===== src/rtl/tte_pkg.sv =====
// Shared types, constants and helper functions for the text terminal engine.
// No dependencies; every other file imports this package.
package tte_pkg;

   localparam int ROWS     = 25;
   localparam int COLUMNS  = 80;
   localparam int SCREENS  = 4;
   localparam int TAB_STOP = 8;

   localparam int CELLS       = ROWS * COLUMNS;
   localparam int TOTAL_CELLS = SCREENS * CELLS;
   localparam int COPY_CELLS  = (ROWS - 1) * COLUMNS;
   localparam int BOTTOM_BASE = (ROWS - 1) * COLUMNS;

   localparam int RW   = $clog2(ROWS);
   localparam int CW   = $clog2(COLUMNS);
   localparam int TCW  = $clog2(COLUMNS + TAB_STOP);
   localparam int SW   = (SCREENS > 1) ? $clog2(SCREENS) : 1;
   localparam int PW   = $clog2(CELLS);
   localparam int AW   = $clog2(TOTAL_CELLS);
   localparam int CNTW = $clog2(TOTAL_CELLS + 1);

   localparam logic [2:0] MODE_PUT    = 3'd0;
   localparam logic [2:0] MODE_COLOR  = 3'd1;
   localparam logic [2:0] MODE_CLEAR  = 3'd2;
   localparam logic [2:0] MODE_SWITCH = 3'd3;
   localparam logic [2:0] MODE_READ   = 3'd4;

   localparam logic [7:0] CHAR_LF    = 8'h0A;
   localparam logic [7:0] CHAR_TAB   = 8'h09;
   localparam logic [7:0] CHAR_BS    = 8'h08;
   localparam logic [7:0] CHAR_SPACE = 8'h20;
   localparam logic [7:0] CHAR_GT    = 8'h3E;

   localparam logic [7:0]  RESET_COLOR = 8'h07;
   localparam logic [15:0] RESET_CELL  = 16'h0720;

   typedef struct packed {
      logic [2:0]  mode;
      logic [7:0]  char_code;
      logic [7:0]  color_value;
      logic [1:0]  screen_select;
      logic [10:0] cell_index;
   } req_type;

   typedef struct packed {
      logic [10:0] cursor_position;
      logic [1:0]  active_screen;
      logic [15:0] cell_data;
      logic        scrolled;
   } rsp_type;

   typedef enum logic [3:0] {
      OP_NOP, OP_LOAD, OP_INIT, OP_PUT, OP_COPY, OP_BLANK,
      OP_CLEAR, OP_COLOR, OP_SWITCH, OP_READ, OP_CAPTURE
   } op_type;

   typedef enum logic [1:0] {
      CH_REQ, CH_GT, CH_SP
   } chr_sel_type;

   typedef struct packed {
      op_type      op;
      chr_sel_type chr_sel;
   } cmd_type;

   typedef struct packed {
      logic       sweep_last;
      logic       need_scroll;
      logic       need_prompt;
      logic [2:0] mode;
   } status_type;

   // next tab stop strictly after col
   function automatic logic [TCW-1:0] tab_target(input logic [CW-1:0] col);
      logic [TCW-1:0] r;
      r = '0;
      for (int k = 1; k <= COLUMNS / TAB_STOP + 1; k++) begin
         if ((k * TAB_STOP > int'(col)) && ((k - 1) * TAB_STOP <= int'(col))) begin
            r = TCW'(k * TAB_STOP);
         end
      end
      return r;
   endfunction

endpackage


===== src/rtl/tte_controller.sv =====
// Sequencer for the terminal engine: handshakes, mode decode, sweeps.
// Depends on tte_pkg; commands tte_datapath.
module tte_controller import tte_pkg::*; (
   input  logic       clock,
   input  logic       reset,
   input  logic       req_valid,
   output logic       req_ready,
   output logic       rsp_valid,
   input  logic       rsp_ready,
   input  status_type status,
   output cmd_type    cmd
);

   typedef enum logic [3:0] {
      ST_INIT, ST_IDLE, ST_DECODE, ST_PROMPT1, ST_PROMPT2, ST_COPY,
      ST_BLANK, ST_CLEAR, ST_CAPTURE, ST_RESP
   } state_type;

   state_type state_ff, state_in, ret_ff, ret_in;

   always_comb begin
      state_in    = state_ff;
      ret_in      = ret_ff;
      cmd.op      = OP_NOP;
      cmd.chr_sel = CH_REQ;
      unique case (state_ff)
         ST_INIT: begin
            cmd.op = OP_INIT;
            if (status.sweep_last) state_in = ST_IDLE;
         end
         ST_IDLE: begin
            if (req_valid) begin
               cmd.op   = OP_LOAD;
               state_in = ST_DECODE;
            end
         end
         ST_DECODE: begin
            state_in = ST_RESP;
            unique case (status.mode)
               MODE_PUT: begin
                  cmd.op = OP_PUT;
                  if (status.need_scroll) begin
                     state_in = ST_COPY;
                     ret_in   = ST_RESP;
                  end
               end
               MODE_COLOR: cmd.op = OP_COLOR;
               MODE_CLEAR: state_in = ST_CLEAR;
               MODE_SWITCH: begin
                  cmd.op = OP_SWITCH;
                  if (status.need_prompt) state_in = ST_PROMPT1;
               end
               MODE_READ: begin
                  cmd.op   = OP_READ;
                  state_in = ST_CAPTURE;
               end
               default: ;
            endcase
         end
         ST_PROMPT1: begin
            cmd.op      = OP_PUT;
            cmd.chr_sel = CH_GT;
            state_in    = ST_PROMPT2;
            if (status.need_scroll) begin
               state_in = ST_COPY;
               ret_in   = ST_PROMPT2;
            end
         end
         ST_PROMPT2: begin
            cmd.op      = OP_PUT;
            cmd.chr_sel = CH_SP;
            state_in    = ST_RESP;
            if (status.need_scroll) begin
               state_in = ST_COPY;
               ret_in   = ST_RESP;
            end
         end
         ST_COPY: begin
            cmd.op = OP_COPY;
            if (status.sweep_last) state_in = ST_BLANK;
         end
         ST_BLANK: begin
            cmd.op = OP_BLANK;
            if (status.sweep_last) state_in = ret_ff;
         end
         ST_CLEAR: begin
            cmd.op = OP_CLEAR;
            if (status.sweep_last) state_in = ST_RESP;
         end
         ST_CAPTURE: begin
            cmd.op   = OP_CAPTURE;
            state_in = ST_RESP;
         end
         ST_RESP: begin
            if (rsp_ready) state_in = ST_IDLE;
         end
         default: state_in = ST_IDLE;
      endcase
   end

   always_ff @(posedge clock) begin
      if (reset) begin
         state_ff <= ST_INIT;
         ret_ff   <= ST_RESP;
      end else begin
         state_ff <= state_in;
         ret_ff   <= ret_in;
      end
   end

   assign req_ready = state_ff == ST_IDLE;
   assign rsp_valid = state_ff == ST_RESP;

   a_no_overlap: assert property (@(posedge clock) disable iff (reset)
      !(req_ready && rsp_valid))
      else $error("request and response open at once");

   a_accept_then_busy: assert property (@(posedge clock) disable iff (reset)
      (req_valid && req_ready) |=> !req_ready)
      else $error("second request taken before response");

   a_resp_after_release: assert property (@(posedge clock) disable iff (reset)
      (rsp_valid && !rsp_ready) |=> rsp_valid)
      else $error("response dropped before taken");

   a_sweep_not_ready: assert property (@(posedge clock) disable iff (reset)
      (cmd.op == OP_COPY || cmd.op == OP_CLEAR || cmd.op == OP_INIT) |-> !req_ready)
      else $error("request port open during sweep");

endmodule


===== config.mk =====
export PLATFORM = sky130hd
export DESIGN_NAME = tte_controller
export DESIGN_NICKNAME = d
export VERILOG_FILES = /design/src/rtl/tte_pkg.sv /design/src/rtl/tte_controller.sv
export SDC_FILE = /design/constraint.sdc
export NUM_CORES = 1
export LEC_CHECK = 0
export ABC_AREA = 1
export ABC_CLOCK_PERIOD_IN_PS = 1280
export BUFFER_PORTS_ARGS = -buffer_cell sky130_fd_sc_hd__clkbuf_2
export CELL_PAD_IN_SITES_DETAIL_PLACEMENT = 1
export CELL_PAD_IN_SITES_GLOBAL_PLACEMENT = 2
export CORE_MARGIN = 2
export CORE_UTILIZATION = 23
export DETAILED_ROUTE_END_ITERATION = 12
export HOLD_SLACK_MARGIN = 0.15
export PLACE_DENSITY = 0.83
export RECOVER_POWER = 50
export SYNTH_ARGS = -nofsm -noshare
export SYNTH_HDL_FRONTEND = slang
export SYNTH_SLANG_ARGS = --single-unit
export TNS_END_PERCENT = 20

===== constraint.sdc =====
create_clock -name clock -period 1.28 [get_ports clock]
set_input_delay 0.192 -clock clock [delete_from_list [all_inputs] [get_ports clock]]
set_output_delay 0.192 -clock clock [all_outputs]
set_load 0.05 [all_outputs]

==> flow_metrics.tcl <==
set metrics [dict create \
    outcome "complete, but fails checks" \
    violations "negative setup slack" \
    synth_top_area_share_pct 23.4 \
    start_util_pct 24.4 \
    crit_slowest_cell "dfxtp_4" \
    postSynthCellCount 112 \
    portBuffers 17 \
    drive_gt1_share_pct 56.6 \
    dpl.hpwl_um 2190 \
    clkLatencyLatePin_ns 0.24 \
    critical_path_arrival_ns 1.48 \
    ys.warnings.count 0 \
    ys_top_cells_by_area "nand2_1, dfxtp_1, a21oi_1" \
    fin_crit_ns 1.67 \
    hold_buffers 0 \
    root_buffer "clkbuf_4" \
    avgSynthCellArea_um2 5.44 \
    syn_to_final_growth_pct 95.9 \
    antenna_found_initial 0 \
    synth_cell_type_count 20 \
    cpPeakStageDelay_ns 0.38 \
    gp_congestion 0.908 \
    cts_tree "done" \
    fin_ws_ns -0.389 \
    core_region_area_um2 2500 \
    die_width_um 55.5 \
    synth.net_count 122 \
    die_area_um2 3080 \
    synth_top_family_by_area "simple AND/OR/NAND/NOR gates" \
    fin_util_pct 47.7 \
    syn_area_um2 609 \
    vdd_drop_max_v 0.000967 \
    crit_fanout 5 \
    core.rowCount 18 \
    fin_area_um2 1190 \
    synth.most_common_cell "nand2_1" \
    drt_iter0_markers 14 \
    crit_path_start_kind "flop" \
    place_area_um2 977 \
    numCtsBuffers 3 \
    synth_fa_ha_area_share_pct 0 \
    hp-start "reset" \
    synth-xor-area-share_pct 0 \
    dr_total_vias 942 \
    drv_slew 0 \
    synth_flop_cell "dfxtp_1" \
    cp_num_buf_inv 1 \
    die_h_um 55.5 \
    fin_skew_ns 0.00322 \
    synth-compound-area-share_pct 13.1 \
    max_freq_mhz 599 \
    drt-wirelength-per-cell_um 17.1 \
    final-hold-violation-count 0 \
    clk_pin_slew_worst_paths_ns 0.04 \
    leakage_nw 0.579 \
    slew_headroom_pct 75.5 \
    crit_family "simple AND/OR/NAND/NOR gates" \
    grt_max_degree 6 \
    synth_edf_count 0 \
    gr-usage-all-layers_pct 21.0 \
    synth_common_cells "nand2_1, inv_1, nor2_1" \
    pin_count 18 \
    clockBufferDepth 2 \
    h-tree-depth 1 \
    ys_seq_area_share_pct 19.7 \
    diodes 0 \
    crit_chain "nor2_4 -> nand2_2 -> nor3_4 -> nand2_2 -> a21oi_4 -> buf_12" \
    hold_class "in -> reg" \
    cp-end-kind "primary output" \
    path_class "reg -> out" \
    cts.sinks 6 \
    viasPerCell 4.98 \
    fin_crit_sh_pct 130 \
    grt-ovfl-total 0 \
    setup_viol 14 \
    crit-reg2reg-launch "state_ff[1]$_SDFFE_PP0P_" \
    drtAntennaViolNets 0 \
    routed_wl_um 3230 \
    crit_path_start "state_ff[0]$_SDFFE_PP0P_" \
    drv_cap 0 \
    fin_nets 171 \
    synth_area_leader_cell "nand2_1" \
    grt_pass1_wl_um 4990 \
    drtPass1Iterations 4 \
    synth_mux_area_share_pct 0 \
    drc 0 \
    rsz0062_at_grt "yes" \
    powerDensity_nw_per_um2 1800 \
    grt_pass1_vias 1071 \
    crit_path_frequent_cell "nand2_2" \
    synth-seq-cells 6 \
    synth-simple-area-share_pct 56.1 \
    async_flop_share_pct 0 \
    worst_pin_slew_ns 0.367 \
    critPathRequiredTime_ns 1.09 \
]
[area by class of cell]
class | instances | area (um^2)
Fill cell | 328 | 1310
Multi-Input combinational cell | 89 | 539
Timing Repair Buffer | 45 | 395
Sequential cell | 6 | 133
Inverter | 16 | 66.3
Tap cell | 30 | 37.5
Clock buffer | 3 | 22.5
[what timing repair did]
action | 4_1_cts | 5_1_grt
endpoints found under the setup margin | 12 | 14
pin swaps | 8 | 9
gates resized for setup | 28 | 11
buffers inserted | 4 | 4
[per-layer routing]
| layer | global-route usage, % | part of all wire (%) |
|---|---|---|
| met4 | 17.1 | 4.5 |
| met2 | 35.5 | 53 |
| met1 | 22.6 | 41 |
| met5 | 0 | 0 |
| met3 | 3.75 | 1.9 |
[kinds of logic after synthesis]
logic type,after synthesis
and+or+nand+nor,74
AOI/OAI and AO/OA,15
DFF,6
buffers and inverters,17
[state kept, by name, indices dropped and copies added, names as in the netlist]
signal / count
state_ff: 4
ret_ff: 2
[stage by stage]
step | power [W] | hold slack (ns) | worst slack [ns] | std cells | setup TNS [ns]
2_1_floorplan | 0.000986 | 0.251 | -0.296 | 112 | -0.913
6_report | 0.00215 | 0.187 | -0.389 | 189 | -2.61
3_3_place_gp | 0.00155 | 0.420 | -0.0982 | 178 | -0.333
3_5_place_dp | 0.00159 | 0.424 | -0.230 | 178 | -0.901
5_1_grt | 0.00227 | 0.184 | -0.449 | 189 | -3.70
4_1_cts | 0.00198 | 0.177 | -0.378 | 185 | -2.32
[final timing paths]
kind                               to  slack [ns]  cells past startpoint
max                            cmd[4]       -0.39                      6
min          state_ff[2]$_SDFFE_PP0P_        0.19                      2
max reg2reg  state_ff[2]$_SDFFE_PP0P_       -0.20                     11
min reg2reg    ret_ff[0]$_SDFFE_PP1P_        0.47                      2
[report_power, final]
group	switching [W]	internal, W
registers	0.0000721	0.000238
clock network	0.0000636	0.000106
logic	0.000947	0.000719
[placed cells by master (no fill, tap or decap), drive strengths merged]
cell and instances:
o21ai 3, buf 33, nand2 40, nor2 19, nor3 2, inv 15
o22ai 1, a21oi 11, clkinvlp 1, nand4 3, dfxtp 6, nand3b 1
nand3 8, or2 1, clkbuf 15
(Power assumes the default switching activity.)
